[config.mk]
export PLATFORM = sky130hd
export DESIGN_NAME = midi_timecode_quarter_frame_decoder
export DESIGN_NICKNAME = d
export VERILOG_FILES = /design/src/rtl/mtc_qf_pkg.sv /design/src/rtl/mtc_qf_core.sv /design/src/rtl/mtc_qf_res_q.sv /design/src/rtl/midi_timecode_quarter_frame_decoder.sv
export SDC_FILE = /design/constraint.sdc
export NUM_CORES = 1
export LEC_CHECK = 0
export BUFFER_PORTS_ARGS = -buffer_cell sky130_fd_sc_hd__buf_2
export CORE_MARGIN = 4
export CORE_UTILIZATION = 45
export DETAILED_ROUTE_END_ITERATION = 16
export MAX_ROUTING_LAYER = met4
export PLACE_DENSITY = 0.73
export SYNTH_ARGS = -nofsm -noshare
export SYNTH_HDL_FRONTEND = slang
export SYNTH_HIERARCHICAL = 1
export SYNTH_SLANG_ARGS = --single-unit
[constraint.sdc]
create_clock -name clk_i -period 5.8 [get_ports clk_i]
set_input_delay 0.29 -clock clk_i [delete_from_list [all_inputs] [get_ports clk_i]]
set_output_delay 0.29 -clock clk_i [all_outputs]
set_load 0.02 [all_outputs]
[src/rtl/mtc_qf_pkg.sv]
`default_nettype none

package mtc_qf_pkg;

  // Input item codes
  typedef enum logic [1:0] {
    OP_QF   = 2'd0,
    OP_FULL = 2'd1,
    OP_TICK = 2'd2,
    OP_DISC = 2'd3
  } op_e;

  // Result item codes
  typedef enum logic [1:0] {
    EV_QF_TIME   = 2'd0,
    EV_FF_TIME   = 2'd1,
    EV_STARTED   = 2'd2,
    EV_STOPPED   = 2'd3
  } ev_e;

  // Register map
  localparam int unsigned PADDR_W = 3;
  localparam logic REG_IDX_TIMEOUT = 1'b0;
  localparam logic [15:0] TIMEOUT_RESET = 16'd500;

  // Quarter-frame sequence
  localparam logic [2:0] FIRST_PIECE = 3'd0;
  localparam logic [2:0] LAST_PIECE  = 3'd7;

  // Time limits
  localparam logic [4:0] HOURS_PER_DAY = 5'd24;
  localparam logic [5:0] SIXTY         = 6'd60;

  // Result queue geometry
  localparam int unsigned RES_Q_DEPTH = 4;
  localparam int unsigned RES_Q_AW    = 2;
  localparam int unsigned RES_Q_CW    = 3;

  typedef struct packed {
    op_e        op;
    logic [2:0] piece;
    logic [3:0] nibble;
    logic [4:0] hours_in;
    logic [5:0] minutes_in;
    logic [5:0] seconds_in;
    logic [4:0] frames_in;
    logic [1:0] rate_in;
  } in_t;

  typedef struct packed {
    ev_e        event_res;
    logic [4:0] hours;
    logic [5:0] minutes;
    logic [5:0] seconds;
    logic [4:0] frames;
    logic [1:0] rate;
    logic       last;
  } out_t;

  // Results of one item handed from the core to the queue
  typedef struct packed {
    logic [1:0] n;
    out_t       r0;
    out_t       r1;
  } res_t;

  // Queue status back to the top level
  typedef struct packed {
    logic [RES_Q_CW-1:0] count;
    logic                room;
  } q_stat_t;

  // Nominal frames per second by rate code
  function automatic logic [4:0] nominal_fps(input logic [1:0] rate);
    logic [4:0] fps;
    case (rate)
      2'd0:    fps = 5'd24;
      2'd1:    fps = 5'd25;
      default: fps = 5'd30;
    endcase
    return fps;
  endfunction

endpackage

`default_nettype wire

[src/rtl/mtc_qf_core.sv]
`default_nettype none

module mtc_qf_core import mtc_qf_pkg::*; #(
  parameter int unsigned ELAPSED_BITS = 16
) (
  input  wire logic        clk_i,
  input  wire logic        rst_ni,
  input  wire logic        fire_i,
  input  wire in_t         item_i,
  input  wire logic [15:0] timeout_i,
  output res_t             res_o
);

  localparam int unsigned CW = (ELAPSED_BITS > 16) ? ELAPSED_BITS : 16;

  logic [3:0]              store_q [0:6];
  logic [2:0]              count_q, count_d;
  logic [ELAPSED_BITS-1:0] ticks_q, ticks_d, ticks_inc;
  logic                    playing_q, playing_d;
  logic                    store_we;
  logic                    gap;
  logic [2:0]              pc_eff;
  logic                    qf_take;
  logic [4:0]              qf_h, qf_f;
  logic [5:0]              qf_m, qf_s;
  logic [1:0]              qf_r;
  logic [1:0]              n;
  out_t                    r0, r1;

  function automatic logic time_ok(input logic [4:0] h, input logic [5:0] m,
                                   input logic [5:0] s, input logic [4:0] f,
                                   input logic [1:0] r);
    return (h < HOURS_PER_DAY) && (m < SIXTY) && (s < SIXTY) && (f < nominal_fps(r));
  endfunction

  function automatic out_t make_res(input ev_e ev, input logic [4:0] h,
                                    input logic [5:0] m, input logic [5:0] s,
                                    input logic [4:0] f, input logic [1:0] r);
    out_t o;
    o.event_res = ev;
    o.hours     = h;
    o.minutes   = m;
    o.seconds   = s;
    o.frames    = f;
    o.rate      = r;
    o.last      = 1'b0;
    return o;
  endfunction

  // Gap check and piece sequencing
  assign gap     = CW'(ticks_q) > CW'(timeout_i);
  assign pc_eff  = gap ? FIRST_PIECE : count_q;
  assign qf_take = (item_i.piece == pc_eff) || (item_i.piece == FIRST_PIECE);

  // Assembled time; piece 7 comes straight from the current item
  assign qf_f = {store_q[1][0], store_q[0]};
  assign qf_s = {store_q[3][1:0], store_q[2]};
  assign qf_m = {store_q[5][1:0], store_q[4]};
  assign qf_h = {item_i.nibble[0], store_q[6]};
  assign qf_r = item_i.nibble[2:1];

  assign ticks_inc = (ticks_q == '1) ? ticks_q : ticks_q + 1'b1;

  // Event decode and next state
  always_comb begin
    count_d   = count_q;
    ticks_d   = ticks_q;
    playing_d = playing_q;
    store_we  = 1'b0;
    n         = 2'd0;
    r0        = '0;
    r1        = '0;
    case (item_i.op)
      OP_QF: begin
        ticks_d = '0;
        if (!qf_take) begin
          count_d = FIRST_PIECE;
        end else if (item_i.piece != LAST_PIECE) begin
          count_d  = item_i.piece + 3'd1;
          store_we = 1'b1;
        end else begin
          count_d = FIRST_PIECE;
          if (time_ok(qf_h, qf_m, qf_s, qf_f, qf_r)) begin
            r0 = make_res(EV_QF_TIME, qf_h, qf_m, qf_s, qf_f, qf_r);
            n  = 2'd1;
            if (!playing_q) begin
              playing_d = 1'b1;
              r1 = make_res(EV_STARTED, '0, '0, '0, '0, '0);
              n  = 2'd2;
            end
          end
        end
      end
      OP_FULL: begin
        if (time_ok(item_i.hours_in, item_i.minutes_in, item_i.seconds_in,
                    item_i.frames_in, item_i.rate_in)) begin
          count_d = FIRST_PIECE;
          r0 = make_res(EV_FF_TIME, item_i.hours_in, item_i.minutes_in,
                        item_i.seconds_in, item_i.frames_in, item_i.rate_in);
          n  = 2'd1;
        end
      end
      OP_TICK: begin
        ticks_d = ticks_inc;
        if (playing_q && (CW'(ticks_inc) >= CW'(timeout_i))) begin
          playing_d = 1'b0;
          r0 = make_res(EV_STOPPED, '0, '0, '0, '0, '0);
          n  = 2'd1;
        end
      end
      OP_DISC: begin
        playing_d = 1'b0;
        count_d   = FIRST_PIECE;
        if (playing_q) begin
          r0 = make_res(EV_STOPPED, '0, '0, '0, '0, '0);
          n  = 2'd1;
        end
      end
      default: begin
        count_d = count_q;
      end
    endcase
    r0.last = (n == 2'd1);
    r1.last = (n == 2'd2);
  end

  assign res_o.n  = fire_i ? n : 2'd0;
  assign res_o.r0 = r0;
  assign res_o.r1 = r1;

  // Control state
  always_ff @(posedge clk_i or negedge rst_ni) begin
    if (!rst_ni) begin
      count_q   <= FIRST_PIECE;
      ticks_q   <= '1;
      playing_q <= 1'b0;
    end else if (fire_i) begin
      count_q   <= count_d;
      ticks_q   <= ticks_d;
      playing_q <= playing_d;
    end
  end

  // Piece store, no reset
  always_ff @(posedge clk_i) begin
    if (fire_i && store_we) begin
      store_q[item_i.piece] <= item_i.nibble;
    end
  end

endmodule

`default_nettype wire

[src/rtl/mtc_qf_res_q.sv]
`default_nettype none

module mtc_qf_res_q import mtc_qf_pkg::*; (
  input  wire logic clk_i,
  input  wire logic rst_ni,
  input  wire res_t push_i,
  input  wire logic pop_i,
  output out_t      data_o,
  output q_stat_t   stat_o
);

  out_t                mem_q [0:RES_Q_DEPTH-1];
  logic [RES_Q_AW-1:0] wr_ptr_q, rd_ptr_q, wr_ptr_nx;
  logic [RES_Q_CW-1:0] count_q;

  assign wr_ptr_nx = wr_ptr_q + 1'b1;

  // Pointers and fill count
  always_ff @(posedge clk_i or negedge rst_ni) begin
    if (!rst_ni) begin
      wr_ptr_q <= '0;
      rd_ptr_q <= '0;
      count_q  <= '0;
    end else begin
      wr_ptr_q <= wr_ptr_q + RES_Q_AW'(push_i.n);
      rd_ptr_q <= rd_ptr_q + RES_Q_AW'(pop_i);
      count_q  <= count_q + RES_Q_CW'(push_i.n) - RES_Q_CW'(pop_i);
    end
  end

  // Storage: up to two writes per cycle
  always_ff @(posedge clk_i) begin
    if (push_i.n != 2'd0) begin
      mem_q[wr_ptr_q] <= push_i.r0;
    end
    if (push_i.n == 2'd2) begin
      mem_q[wr_ptr_nx] <= push_i.r1;
    end
  end

  assign data_o       = mem_q[rd_ptr_q];
  assign stat_o.count = count_q;
  assign stat_o.room  = count_q <= RES_Q_CW'(RES_Q_DEPTH - 2);

endmodule

`default_nettype wire

[src/rtl/midi_timecode_quarter_frame_decoder.sv]
// MIDI time code quarter-frame decoder.
// Input channel (in_valid_i / in_stall_o / in_data_i) carries one event per
// item: quarter-frame piece, full frame, millisecond tick or disconnect.
// Output channel (out_valid_o / out_stall_i / out_data_o) carries decoded
// times and started/stopped reports; an item causes zero, one or two results,
// and "last" marks the final one of each item.
// An accepted item is held in the input register until the result queue has
// room, is then decoded and its results land in a four-entry result queue,
// which offers them on the output. One item is accepted every cycle while
// the queue has room for two results; the output drains one result per cycle
// while the receiver does not stall, so an item that causes two results is
// drained as two separate results.
// When the receiver stalls, results wait in the queue and the input stalls
// once fewer than two queue entries are free.
// timeout_ticks is written over the APB port at byte address 0 (reset 500).
// Reset empties the queue, clears the piece count and playing flag and
// saturates the tick counter; the piece store is not cleared.
`default_nettype none

module midi_timecode_quarter_frame_decoder import mtc_qf_pkg::*; #(
  parameter int unsigned ELAPSED_BITS = 16
) (
  input  wire logic               clk_i,
  input  wire logic               rst_ni,
  input  wire logic               in_valid_i,
  output logic                    in_stall_o,
  input  wire in_t                in_data_i,
  output logic                    out_valid_o,
  input  wire logic               out_stall_i,
  output out_t                    out_data_o,
  input  wire logic               psel,
  input  wire logic               penable,
  input  wire logic               pwrite,
  input  wire logic [PADDR_W-1:0] paddr,
  input  wire logic [31:0]        pwdata,
  output logic [31:0]             prdata,
  output logic                    pready
);

  logic        in_vld_q, in_vld_d;
  in_t         in_q;
  logic        load, fire, pop;
  logic [15:0] timeout_q;
  res_t        res;
  q_stat_t     stat;

  // Configuration register
  assign pready = 1'b1;
  assign prdata = (paddr[PADDR_W-1] == REG_IDX_TIMEOUT) ? {16'd0, timeout_q} : 32'd0;

  always_ff @(posedge clk_i or negedge rst_ni) begin
    if (!rst_ni) begin
      timeout_q <= TIMEOUT_RESET;
    end else if (psel && penable && pwrite && pready &&
                 (paddr[PADDR_W-1] == REG_IDX_TIMEOUT)) begin
      timeout_q <= pwdata[15:0];
    end
  end

  // Input register
  assign fire       = in_vld_q && stat.room;
  assign in_stall_o = in_vld_q && !stat.room;
  assign load       = in_valid_i && !in_stall_o;
  assign in_vld_d   = load ? 1'b1 : (fire ? 1'b0 : in_vld_q);

  always_ff @(posedge clk_i or negedge rst_ni) begin
    if (!rst_ni) begin
      in_vld_q <= 1'b0;
    end else begin
      in_vld_q <= in_vld_d;
    end
  end

  always_ff @(posedge clk_i) begin
    if (load) begin
      in_q <= in_data_i;
    end
  end

  // Event decoder
  mtc_qf_core #(
    .ELAPSED_BITS(ELAPSED_BITS)
  ) u_core (
    .clk_i     (clk_i),
    .rst_ni    (rst_ni),
    .fire_i    (fire),
    .item_i    (in_q),
    .timeout_i (timeout_q),
    .res_o     (res)
  );

  // Result queue
  assign out_valid_o = stat.count != '0;
  assign pop         = out_valid_o && !out_stall_i;

  mtc_qf_res_q u_res_q (
    .clk_i  (clk_i),
    .rst_ni (rst_ni),
    .push_i (res),
    .pop_i  (pop),
    .data_o (out_data_o),
    .stat_o (stat)
  );

`ifndef SYNTHESIS
  a_q_no_overflow: assert property (@(posedge clk_i) disable iff (!rst_ni)
    stat.count <= RES_Q_CW'(RES_Q_DEPTH))
    else $error("result queue overflow");

  a_push_shows: assert property (@(posedge clk_i) disable iff (!rst_ni)
    (res.n != 2'd0) |=> out_valid_o)
    else $error("pushed result not offered");

  a_blocked_holds: assert property (@(posedge clk_i) disable iff (!rst_ni)
    (in_vld_q && !fire) |=> (in_vld_q && $stable(in_q)))
    else $error("blocked item lost");
`endif

endmodule

`default_nettype wire
Yosys cells after proc, flatten, opt, wreduce, memory -nomap -nowiden --
Memory sizes are Yosys's and may differ from the RTL's. Cells that the tools add are included.
Storage, ports and cells: flip-flop bits (word level) 77, bits in writable memories 136, input bits 75, output and inout bits 62, logic and storage cells 136, memories kept 2
Memories:
- u_res_q.mem_q | words 4, width 27, rd ports 1, clocked after memory_dff 0, wr ports 2, line mtc_qf_res_q.sv:12 | out_t mem_q [0:RES_Q_DEPTH-1];
- u_core.store_q | words 7, width 4, rd ports 7, clocked after memory_dff 0, wr ports 1, line mtc_qf_core.sv:16 | logic [3:0] store_q [0:6];
Cells by class: add/subtract/negate cells 7, magnitude comparators 11, eq/ne operators 16, mux-type cells 51, bitwise gates (word level) 1, reduce and logical (&&, ||, !) cells 32
Operators with widths (number):
- 27-bit 2-to-1 mux | 9
- 27-bit case mux with 4 select lines | 1
- 16-bit 2-to-1 mux | 2
- 16-bit case mux with 2 select lines | 1
- 26-bit 2-to-1 mux | 1
- 25-bit 2-to-1 mux | 1
- 6-bit less-than comparator (second input constant) | 4
- 5-bit 2-to-1 mux | 4
- 1-bit 2-to-1 mux | 18
- 16-bit by 1-bit adder with 16-bit output (second input constant) | 1
- 16-bit equality test (second input constant) | 1
- 16-bit >= comparator | 1
- 16-bit greater-than comparator | 1
- 1-bit logical AND | 15
- 3-bit 2-to-1 mux | 4
- 3-bit case mux with 2 select lines | 2
- 5-bit less-than comparator | 2
- 5-bit less-than comparator (second input constant) | 2
- 2-bit 2-to-1 mux | 5
- 3-bit case mux with 3 select lines | 1
- 3-bit nonzero test | 3
- 2-bit by 1-bit equality test with 1-bit output (second input constant) | 4
- 2-bit equality test (second input constant) | 4
- 2-bit by 1-bit != test with 1-bit output (second input constant) | 4
- other kinds (21) | 27

Depth between registers and ports, before layout --
Gate-level depths: netlist of the first run.
depth in word-level cells 16, gate-level depth with buffers 20, mapped depth without buffers 20

Hierarchy --
Netlist of the first run, hierarchy kept.
By module, submodules not included:
- mtc_qf_res_q | times used 1, cells an instance 298, area each 5611.6 um^2
- mtc_qf_core | times used 1, cells an instance 401, area each 3622.2 um^2
- midi_timecode_quarter_frame_decoder | times used 1, cells an instance 111, area each 1964.4 um^2

Least setup slack after synthesis of the first run --
OpenSTA, ideal clock, no wires.
path kind register to register, start reg u_core.ticks_q[0], end mem u_res_q/mem_q[0][0] (netlist name), enable pin, setup time 0.449 ns, data arrival time 5.684 ns, required time 5.351 ns, slack -0.333 ns, stages on the path, launching flop included 18, path buffers 0, period minus slack after synthesis 6.133 ns, path through dfstp_2 ha_1 nand2_1 nor3_1 nand3_2 nand2b_1 nor2_1 xor2_1 ha_1 nand4_1 nor2_1 o2111ai_1 o211a_1 o32ai_1 a21oi_1 o22ai_1 o21bai_1 o21ai_0
RTL lines:
- start, declared | line mtc_qf_core.sv:18 | logic [ELAPSED_BITS-1:0] ticks_q, ticks_d, ticks_inc;
- start signal, assigned | line mtc_qf_core.sv:139 | ticks_q <= ticks_d;
- end, declared | line mtc_qf_res_q.sv:12

==> results of run 1 <==
-- metrics by stage --
stage	utilization	hold WS [ps]
final	0.5344	27.76
after global routing	0.5344	18.58
after CTS	0.5341	12.61
after detailed placement	0.4860	421.8
after global placement	0.4860	415.1
after floorplan	-	-5.591
-- kinds of logic (layout without fill, tap and decap cells) --
logic type / count (synthesis) / after routing
XOR/XNOR: 18 / 18
AND/OR/NAND/NOR: 159 / 159
buffers and inverters: 117 / 240
multiplexers: 159 / 159
flip-flops: 206 / 206
AO/OA/AOI/OAI: 102 / 102
adder cells (fa/ha/maj): 46 / 46
other: 3 / 42
-- synth_stat cells, types with 12 or more instances --
| master | number |
|---|---|
| a22o_1 | 25 |
| nor2_1 | 30 |
| buf_4 | 44 |
| edfxtp_1 | 162 |
| dfrtp_1 | 22 |
| nor3_1 | 13 |
| ha_1 | 45 |
| clkbuf_1 | 12 |
| inv_1 | 38 |
| buf_2 | 16 |
| nor2b_1 | 13 |
| mux4_2 | 27 |
| dfstp_2 | 22 |
| mux2_2 | 114 |
| a21oi_1 | 23 |
| nand2_1 | 41 |
| o21ai_0 | 13 |
-- layer usage --
metal | share of wire | wire, um | global-route usage
met3 | 0.043 | 988 | 0.02285
met2 | 0.51 | 11930 | 0.2953
met4 | 0.021 | 477 | 0.03945
met1 | 0.42 | 9833 | 0.2183
met5 | 0 | 0 | -
-- final timing paths --
check / startpoint / to / slack [ps]
setup / recovery: u_core/ticks_q[0] / u_res_q/mem_q[3][12] / 580
hold / removal: pwdata[0] / timeout_q[0] / 30
setup reg to reg: u_core/ticks_q[0] / u_res_q/mem_q[3][12] / 580
hold reg to reg: u_res_q/rd_ptr_q[1] / u_res_q/rd_ptr_q[1] / 480
max in group asynchronous: rst_ni / u_res_q/rd_ptr_q[0] / 4970
min in group asynchronous: rst_ni / u_res_q/wr_ptr_q[0] / 400
-- worst max-delay path, cell delays in order, from the launching register on --
cell       delay (ps)
dfstp_2           580
ha_1              290
nand2_1           120
nor3_1            280
nand3_2           250
nand2b_1          290
nor2_1            120
xor2_1            160
ha_1              300
nand4_1           140
nor2_1            130
o2111ai_1         120
o211a_1           240
o32ai_1           480
a21oi_1           200
o22ai_2           310
buf_4             190
mux2i_1           120
nor2_2            140
buf_4             390
-- sequential cells by signal (all words and copies together), names as in the netlist --
name / flops
u_core/ticks_q: 16
u_core/playing_q: 1
u_res_q/rd_ptr_q: 2
u_res_q/mem_q: 108
in_vld_q: 1
u_core/count_q: 3
u_res_q/wr_ptr_q: 2
u_core/store_q: 21
u_res_q/count_q: 3
in_q: 33
timeout_q: 16
-- cell type report --
class / count / area, um^2
well taps: 324 / 405.4
clock inverters: 10 / 92.59
clock buffers: 27 / 590.6
repair buffers: 165 / 1109
flip-flops and latches: 206 / 5995
fillers: 2025 / 11360
inverters: 38 / 142.6
multi-input cells: 526 / 4700
-- power breakdown --
part           switching (W)  total, W  internal [W]
clock network       0.000577   0.00135      0.000772
logic               0.000727   0.00134      0.000617
registers           0.000204   0.00204       0.00183
-- timing repair --
item	in CTS	in global routing
resized for setup	0	1
endpoints found under the hold margin	70	0
hold buffers	49	0
endpoints found under the setup margin	0	50
==> results summary, run 1 <==
The number of top-level design ports came out at 137. The wire length of the first global-routing pass came out at 37,260 um. After synthesis, the largest family of logic cells by area is multiplexers.

The number of placed instances, taps included is 1,210. The TritonCTS buffer count is 23. The worst setup path is captured at a register. In the final layout, the share of cells above drive strength 1 is 0.3601.

The worst-case headroom to the max-slew limit is 0.3458. The data required time at the worst endpoint came out at 5970 ps. The congestion estimate from routability-driven global placement came to 0.8238.

The largest voltage drop on the vdd net came out at 0.2444 mV. The number of enable flip-flop cells after synthesis is 162. The routed via count divided by cell count is 5.204.

Dividing total power by cell area gives a power density of 362.7 mW/mm^2. The worst hold path belongs to the class primary input to register. The sum of internal, switching and leakage power came out at 0.004728 W. The achievable frequency came out at 191.6 MHz. The clock sink total came out at 206. Synthesis inferred 206 register bits.

The number of antenna cells inserted came out at 0. The number of setup buffers added after CTS came out at 0. The initial antenna violation count came out at 0. The total via count after detailed routing came out at 6,745. The clock period minus worst slack came out at 5219 ps.

The kind of start point of the critical path is a register. The fraction of the cycle the final worst path needs is 0.8999. After clock tree synthesis, the clock-pin slew on the worst setup and hold paths is 60 ps. After synthesis, the share of flip-flops with an asynchronous set or reset is 0.2136. The chip width came out at 165.8 um. Dividing the detail-routed wire length by the instance count gives 17.92 um.

Of the post-synthesis cell area, the dominant cell type holds 0.4344. The library cell used most frequently in the layout, excluding fill and tap cells, is edfxtp_1. The total congestion overflow is 0. The placement-stage worst setup slack came out at 458.4 ps. The remaining antenna violation count is 0. The proportion of synthesized area in mux cells came out at 0.1901.

The worst register-to-register path has a depth of 19. edfxtp_1 takes more of the synthesized area than any other cell. Along the worst path, the maximum fanout reaches 27.

The transition time at the pin with the least slew margin is 981.3 ps. The latest clock arrival within the worst-skew pair came out at 520 ps. The flow ran to the end, and the final reports show no timing, DRC or antenna violations. In the layout the commonest cells are edfxtp_1 (162), mux2_2 (114), buf_2 (101). The count of endpoints failing hold in the final timing report came out at 0. The area growth from synthesis to final layout came out at 16.39%. The port buffer count is 101. The tree is rooted in a clkbuf_16.

The number of cells in the finished layout apart from fillers came out at 1,296. The final clock skew came out at 8.696 ps. The count of mapped cells out of synthesis is 810. The XOR/XNOR share of the synthesized area came out at 0.01408. The fraction of the yosys area taken by sequential cells is 0.5352. The largest net degree at the start of global routing came out at 45. The via count of the first global-routing pass is 6,966. The floorplan die height came out at 165.8 um.

Once detailed placement completed, the half-perimeter wirelength came to 15,300 um. The worst hold path stage count is 2. The number of different library cells in the post-synthesis netlist came out at 73. The DRC violation count after routing is 0.

CTS built an H-tree with a depth of 1. The post-synthesis share of cell area spent on and, or, nand and nor gates came out at 0.08257. After synthesis, the mean cell area works out to 13.82 um^2.

The maximum count of clock buffers along a single path came out at 3. The total global-route track usage is 0.1716. By area the synthesized netlist is led by edfxtp_1 (43%), mux2_2 (11%), mux4_2 (5.4%). The overall routed net length is 23,220 um. The core region is 0.02439 mm^2. The complex-gate fraction of the synthesized area came to 0.06447. The effective utilization at floorplan came out at 0.4591. The arrival time of data at the critical path endpoint came out at 5390 ps. The number of violations of the max-capacitance limit is 0. Setup repair after global routing left no endpoint under its margin. The cell leakage power came out at 5.200 nW.

The setup path with the least slack is of type register to register. The area of the die came out at 0.02747 mm^2. After the last flow step, the layout net total stands at 1,081.

The count of endpoints failing setup in the final report came out at 0. After layout, the worst setup slack is 580.7 ps. Summing all placed instances gives a cell area of 0.01185 mm^2. TritonCTS built the clock tree.

The number of cell rows is 57. The area of all placed cells without fillers came out at 0.01303 mm^2. The number of max-slew violations in the final report came to 0. The setup total negative slack is 0 ps.

For this run, the leading register cell type out of synthesis is edfxtp_1. For this run, the detailed router's first-pass iteration total came to 5. The count of yosys warnings during synthesis came out at 6. Of the total synthesized cell area, the portion taken by full adders, half adders and majority gates is 0.05207.

The synthesized cell area came out at 0.01120 mm^2. The violation count after the first detailed-routing iteration came out at 362.
Note: power is estimated with default switching activity, not from simulation.
==> run 2, diff against run 1 <==
--- a/config.mk
+++ b/config.mk
@@ -6,11 +6,14 @@
 export NUM_CORES = 1
 export LEC_CHECK = 0
 export BUFFER_PORTS_ARGS = -buffer_cell sky130_fd_sc_hd__buf_2
+export CELL_PAD_IN_SITES_DETAIL_PLACEMENT = 1
+export CELL_PAD_IN_SITES_GLOBAL_PLACEMENT = 1
 export CORE_MARGIN = 4
-export CORE_UTILIZATION = 45
+export CORE_UTILIZATION = 44
 export DETAILED_ROUTE_END_ITERATION = 16
 export MAX_ROUTING_LAYER = met4
-export PLACE_DENSITY = 0.73
+export PLACE_DENSITY = 0.83
+export REMOVE_ABC_BUFFERS = 1
 export SYNTH_ARGS = -nofsm -noshare
 export SYNTH_HDL_FRONTEND = slang
 export SYNTH_HIERARCHICAL = 1
==> results summary, run 2 (synthesis gave the netlist of run 1 again) <==
The number of cell rows is 58 (was 57). The final clock skew came out at 21.53 ps (was 8.696 ps). The share of the core filled with cells in the final layout came out at 0.5260 (was 0.5344).

The number of setup buffers added after CTS came out at 0 (unchanged). The largest voltage drop on the vdd net is 0.2259 mV (was 0.2444 mV). The register name with the most flops is u_res_q/mem_q (unchanged).

The overall routed net length came out at 29,330 um (was 23,220 um). The fraction of the cycle the final worst path needs came to 0.9342 (was 0.8999). The TritonCTS clock tree was done (unchanged). The root buffer selected by CTS is clkbuf_16 (unchanged).

The achievable frequency is 184.6 MHz (was 191.6 MHz). The chip width is 167.5 um (was 165.8 um). The TritonCTS buffer count came out at 23 (unchanged). The post-detailed-route wirelength per cell was 22.44 um (was 17.92 um).

The remaining antenna violation count is 0 (unchanged). The type of the worst min-delay path is primary input to register (unchanged). The data required time at the worst endpoint is 5970 ps (about the same).

The transition time at the pin with the least slew margin is 1078 ps (was 981.3 ps). The area inside the core boundary was 0.02511 mm^2 (was 0.02439 mm^2). Result of the run: complete, no violations (unchanged). The area of the die is 0.02807 mm^2 (was 0.02747 mm^2).

The kind of critical path is register to register (unchanged). The maximum count of clock buffers along a single path came to 3 (unchanged). Regs by FF count: u_res_q/mem_q: 108 flops, in_q: 33 flops, u_core/store_q: 21 flops (unchanged).

The number of antenna cells inserted is 0 (unchanged). The routed via count divided by cell count is 5.535 (was 5.204). The multi-input gate area in the final layout came to 0.004698 mm^2 (was 0.004700 mm^2). Commonest non-fill, non-tap cells in the layout: edfxtp_1 (162), mux2_2 (114), buf_2 (101) (unchanged).

The number of top-level design ports is 137 (unchanged). The port buffer count came out at 101 (unchanged). The number of fillers in the final layout came to 2,565 (was 2,025). The arrival time of data at the critical path endpoint is 5590 ps (was 5390 ps).

The worst-case headroom to the max-slew limit is 0.2748 (was 0.3458). The wire length of the first global-routing pass came out at 45,730 um (was 37,260 um). The area growth from synthesis to final layout is 17.93% (was 16.39%).

The latest clock arrival within the worst-skew pair came out at 530 ps (was 520 ps). The number of violations of the max-capacitance limit is 0 (unchanged). The DRC violation count after routing is 0 (unchanged). The share of final-layout standard cells stronger than drive strength 1 is 0.3654 (was 0.3601). The number of flip-flops in the largest register is 108 (unchanged).

The clock sink total was 206 (unchanged). The routability-driven placement congestion ratio came out at 0.7579 (was 0.8238). The clock-pin transition on the worst setup and hold timing paths came out at 70 ps (was 60 ps). The count of endpoints failing setup in the final report came out at 0 (unchanged).

The worst hold margin is 13.71 ps (was 27.76 ps). The total congestion overflow is 0 (unchanged). The largest net degree at the start of global routing came out at 45 (unchanged). The violation count after the first detailed-routing iteration is 505 (was 362).

The clock period minus worst slack is 5418 ps (was 5219 ps). The count of TritonRoute iterations in the first routing pass came out at 4 (was 5). The total global-route track usage is 0.2110 (was 0.1716). The kind of start point of the critical path is a register (unchanged).

The count of endpoints failing hold in the final timing report came out at 0 (unchanged). The placed wire-length estimate came to 18,170 um (was 15,300 um). The power density over the cells is 384.7 mW/mm^2 (was 362.7 mW/mm^2). The net count reported at finish came out at 1,081 (unchanged). The register area is 0.005995 mm^2 (unchanged). The floorplan die height came out at 167.5 um (was 165.8 um). The number of max-slew violations in the final report came out at 0 (unchanged). The critical-path maximum fanout came out at 27 (unchanged). The initial antenna violation count came out at 0 (unchanged).

The total via count after detailed routing came out at 7,234 (was 6,745). The kind of end point of the critical path is a register (unchanged). The cell leakage power came out at 5.280 nW (was 5.200 nW). The most common cell after layout, fill and taps aside is edfxtp_1 (unchanged). The via count of the first global-routing pass is 8,024 (was 6,966).

The effective utilization at floorplan is 0.4460 (was 0.4591). The level count of the clock H-tree is 1 (unchanged).
-- run 2: cell types whose count changed in the layout (fill, tap and decap cells not counted), moves of 2 or more --
cell	change
bufinv_16	+5
clkinv_2	+4
buf_4	-3
clkbuf_1	-2
-- run 2: final timing paths --
check | startpoint | end | slack, ps | depth (start not counted)
setup reg to reg | u_core/ticks_q[0] | u_res_q/mem_q[3][13] | 380 | 19
max in group asynchronous | rst_ni | u_res_q/rd_ptr_q[0] | 4940 | 3
setup / recovery | u_core/ticks_q[0] | u_res_q/mem_q[3][13] | 380 | 19
min in group asynchronous | rst_ni | u_core/playing_q | 390 | 3
hold reg to reg | u_res_q/rd_ptr_q[1] | u_res_q/rd_ptr_q[1] | 470 | 1
hold / removal | pwdata[3] | timeout_q[3] | 10 | 2
-- run 2: routing by layer --
| layer | vias to the layer above | GRT usage | wire length, um |
|---|---|---|---|
| met2 | 192 | 0.3761 | 15760 |
| met1 | 3720 | 0.2512 | 11500 |
| met4 | 0 | 0.06140 | 748 |
| met5 | - | - | 0 |
| met3 | 48 | 0.02762 | 1319 |
| li1 | 3274 | - | - |
-- run 2: final cells by class --
cell class | instances | share of cell area
clock buffers | 25 | 0.04415
repair buffers | 165 | 0.08536
multi-input cells | 526 | 0.3558
flip-flops and latches | 206 | 0.4539
inverters | 38 | 0.01080
well taps | 330 | 0.03126
clock inverters | 17 | 0.01876
-- run 2: report_power, final --
part / switching, W / internal, W / total [W]
Combinational: 0.000788 / 0.000620 / 0.00141
Clock: 0.000628 / 0.000999 / 0.00163
Sequential: 0.000214 / 0.00183 / 0.00205
-- run 2: worst max-delay path, cell delays in order (launching register included) --
cell       delay (ps)
dfstp_2           580
ha_1              280
nand2_1           110
nor3_1            270
nand3_2           250
nand2b_1          320
nor2_1            130
xor2_1            160
ha_1              300
nand4_1           150
nor2_1            140
o2111ai_1         140
o211a_1           250
o32ai_1           470
a21oi_1           210
o22ai_1           340
buf_4             230
mux2i_1           130
nor2_2            150
buf_4             420
-- run 2: what timing repair did --
action	CTS	global route
gates resized for setup	0	2
hold buffers	48	2
hold endpoints to repair	69	2
endpoints found under the setup margin	0	39
-- run 2: through the flow --
stage          total power (W)  worst slack, ps  setup TNS [ps]  instance area (um^2)  cells
6_report              0.005081            381.8               0                 13210   1307
3_5_place_dp          0.003425            533.6               0                 11870   1215
4_1_cts               0.005093            425.2               0                 13180   1305
3_3_place_gp          0.003355            661.8               0                 11870   1215
2_1_floorplan         0.002956           -404.0          -10910                 10810    770
5_1_grt               0.005327           -35.58          -860.5                 13210   1307
==> run 3, diff against run 2 <==
--- a/config.mk
+++ b/config.mk
@@ -9,10 +9,11 @@
 export CELL_PAD_IN_SITES_DETAIL_PLACEMENT = 1
 export CELL_PAD_IN_SITES_GLOBAL_PLACEMENT = 1
 export CORE_MARGIN = 4
-export CORE_UTILIZATION = 44
+export CORE_UTILIZATION = 45
+export CTS_BUF_LIST = sky130_fd_sc_hd__clkbuf_4 sky130_fd_sc_hd__clkbuf_8
 export DETAILED_ROUTE_END_ITERATION = 16
 export MAX_ROUTING_LAYER = met4
-export PLACE_DENSITY = 0.83
+export PLACE_DENSITY = 0.85
 export REMOVE_ABC_BUFFERS = 1
 export SYNTH_ARGS = -nofsm -noshare
 export SYNTH_HDL_FRONTEND = slang
==> results summary, run 3 (synthesis gave the netlist of run 1 again) <==
Result of the run: complete, but fails checks (was complete, no violations). The final reports fail on max-capacitance violations. The kind of end point of the critical path is a register (unchanged). The clock period minus worst slack is 5388 ps (was 5418 ps). The start point of the worst min-delay path is out_stall_i (was pwdata[3]).

The share of final-layout standard cells stronger than drive strength 1 came to 0.3807 (was 0.3654). The placement-stage worst setup slack came out at 457.0 ps (was 533.6 ps). The number of top-level design ports is 137 (unchanged). The cell leakage power is 5.294 nW (was 5.280 nW). The clock-pin transition on the worst setup and hold timing paths came out at 60 ps (was 70 ps). The overall routed net length was 29,170 um (was 29,330 um). The critical-path maximum fanout came out at 14 (was 27).

The share of the core filled with cells in the final layout came out at 0.5397 (was 0.5260). The largest voltage drop on the vdd net is 0.2112 mV (was 0.2259 mV). The largest net degree at the start of global routing came to 45 (unchanged).

The via count of the first global-routing pass is 8,250 (was 8,024). The fraction of the cycle the final worst path needs came out at 0.9289 (was 0.9342). The achievable frequency came out at 185.6 MHz (was 184.6 MHz). The DRC violation count after routing is 0 (unchanged). The type of the worst min-delay path is primary input to register (unchanged). The kind of critical path is register to register (unchanged). The number of cells traversed by the worst register-to-register path is 18 (was 19). The number of max-slew violations in the final report is 0 (unchanged). The endpoint of the worst hold path is u_res_q/rd_ptr_q[0] (was timeout_q[3]).

The worst setup slack after layout is 412.2 ps (was 381.8 ps). The arrival time of data at the critical path endpoint came out at 5590 ps (about the same). The chip width is 165.8 um (was 167.5 um). The end of the worst register-to-register path is u_res_q/mem_q[2][7] (was u_res_q/mem_q[3][13]). The TritonCTS buffer count is 38 (was 23). The worst hold margin is 178.3 ps (was 13.71 ps). The root buffer selected by CTS is clkbuf_8 (was clkbuf_16). The effective utilization at floorplan is 0.4591 (was 0.4460).

The wire length of the first global-routing pass was 46,920 um (was 45,730 um). The most common cell after layout, fill and taps aside is edfxtp_1 (unchanged). The maximum count of clock buffers along a single path is 3 (unchanged). The worst-case headroom to the max-slew limit came out at 0.02173 (was 0.2748). Setup repair after global routing left no endpoint under its margin. The total via count after detailed routing is 7,294 (was 7,234).

The clock sink total was 206 (unchanged). The kind of start point of the critical path is a register (unchanged). The placed wire-length estimate came out at 18,230 um (was 18,170 um). The net count reported at finish is 1,097 (was 1,081). The count of endpoints failing hold in the final timing report came out at 0 (unchanged).

The number of flip-flops in the largest register is 108 (unchanged). Commonest non-fill, non-tap cells in the layout: edfxtp_1 (162), mux2_2 (114), buf_2 (101) (unchanged). The routability-driven placement congestion ratio came out at 0.7791 (was 0.7579). The floorplan die height was 165.8 um (was 167.5 um). The port buffer count came out at 101 (unchanged). The transition time at the pin with the least slew margin was 1454 ps (was 1078 ps). The total global-route track usage came out at 0.2203 (was 0.2110).

The violation count after the first detailed-routing iteration is 447 (was 505). Regs by FF count: u_res_q/mem_q: 108 flops, in_q: 33 flops, u_core/store_q: 21 flops (unchanged). The level count of the clock H-tree was 2 (was 1).

The start of the worst register-to-register path is u_core/ticks_q[0] (unchanged). The data required time at the worst endpoint came out at 6010 ps (was 5970 ps). The post-detailed-route wirelength per cell came out at 21.93 um (was 22.44 um). The area growth from synthesis to final layout is 17.54% (was 17.93%). The count of TritonRoute iterations in the first routing pass came to 5 (was 4). The worst hold path stage count came out at 3 (was 2). The latest clock arrival within the worst-skew pair came out at 570 ps (was 530 ps). The minimum setup slack among reg-to-reg paths was 410 ps (was 380 ps). The number of fillers in the final layout came out at 2,455 (was 2,565). The power density over the cells came out at 373.2 mW/mm^2 (was 384.7 mW/mm^2). The area inside the core boundary was 0.02439 mm^2 (was 0.02511 mm^2).

The final clock skew is 45.66 ps (was 21.53 ps). The number of cell rows came out at 57 (was 58). The count of endpoints failing setup in the final report is 0 (unchanged). The register name with the most flops is u_res_q/mem_q (unchanged). The number of antenna cells inserted came out at 0 (unchanged). The number of violations of the max-capacitance limit is 1 (was 0). The TritonCTS clock tree is done (unchanged). The number of setup buffers added after CTS came to 0 (unchanged). The total congestion overflow came out at 0 (unchanged). The remaining antenna violation count came out at 0 (unchanged). The initial antenna violation count came out at 0 (unchanged). The area of the die came to 0.02747 mm^2 (was 0.02807 mm^2). The routed via count divided by cell count is 5.484 (was 5.535).
==> run 3: how the worst max path moves through the flow <==
stage	startpoint	cells past startpoint	slack, ps	end
final	u_core/ticks_q[0]	18	410	u_res_q/mem_q[2][7]
after global routing	u_core/ticks_q[0]	18	8	u_res_q/mem_q[2][8]
after CTS	u_core/ticks_q[0]	18	370	u_res_q/mem_q[2][7]
after detailed placement	u_core/ticks_q[0]	18	460	u_res_q/mem_q[2][17]
after global placement	u_core/ticks_q[0]	18	610	u_res_q/mem_q[2][17]
after floorplan	u_core/ticks_q[0]	17	-400	u_res_q/mem_q[0][0]
==> run 3: routing by layer <==
layer | vias to the layer above | share of wire | wire (um) | global-route usage
met3 | 64 | 0.051 | 1497 | 0.03880
met4 | 0 | 0.031 | 893 | 0.07245
li1 | 3309 | - | - | -
met1 | 3669 | 0.38 | 11210 | 0.2515
met2 | 252 | 0.53 | 15560 | 0.3936
met5 | - | 0 | 0 | -
==> run 3: final cells by class <==
| class | count | area, um^2 | share of cell area |
|---|---|---|---|
| inverters | 38 | 142.6 | 0.01084 |
| flip-flops and latches | 206 | 5995 | 0.4554 |
| well taps | 324 | 405.4 | 0.03080 |
| clock buffers | 57 | 703.2 | 0.05342 |
| multi-input cells | 526 | 4695 | 0.3567 |
| repair buffers | 166 | 1121 | 0.08517 |
| clock inverters | 13 | 101.3 | 0.007700 |
==> run 3: critical path, stage by stage, from the launching register on <==
cell and delay, ps:
dfstp_2 590, ha_1 270, nand2_1 120, nor3_1 280, nand3_2 250, nand2b_1 320, nor2_1 120, xor2_1 170
ha_1 310, nand4_1 150, nor2_1 130, o2111ai_1 120, o211a_1 250, o32ai_1 430, a21oi_1 190, o22ai_1 240
o21bai_1 180, o21bai_4 540, buf_4 390
==> run 3: metrics by stage <==
step / TNS, ps / power [W] / std cells / instance area [um^2]
5_1_grt: 0 / 0.005198 / 1330 / 13160
3_3_place_gp: 0 / 0.003374 / 1209 / 11850
2_1_floorplan: -10910 / 0.002956 / 770 / 10810
3_5_place_dp: 0 / 0.003438 / 1209 / 11850
4_1_cts: 0 / 0.004947 / 1330 / 13160
6_report: 0 / 0.004913 / 1330 / 13160
==> run 3: repair_timing <==
action / CTS / global route
hold buffers: 51 / 0
hold endpoints to repair: 72 / 0
resized for setup: 0 / 0
==> run 3: where the power goes <==
group / total [W] / internal [W] / switching [W]
Combinational: 0.00139 / 0.000618 / 0.000775
Sequential: 0.00205 / 0.00183 / 0.000218
Clock: 0.00147 / 0.000830 / 0.000638
Total: 0.00491 / 0.00328 / 0.00163
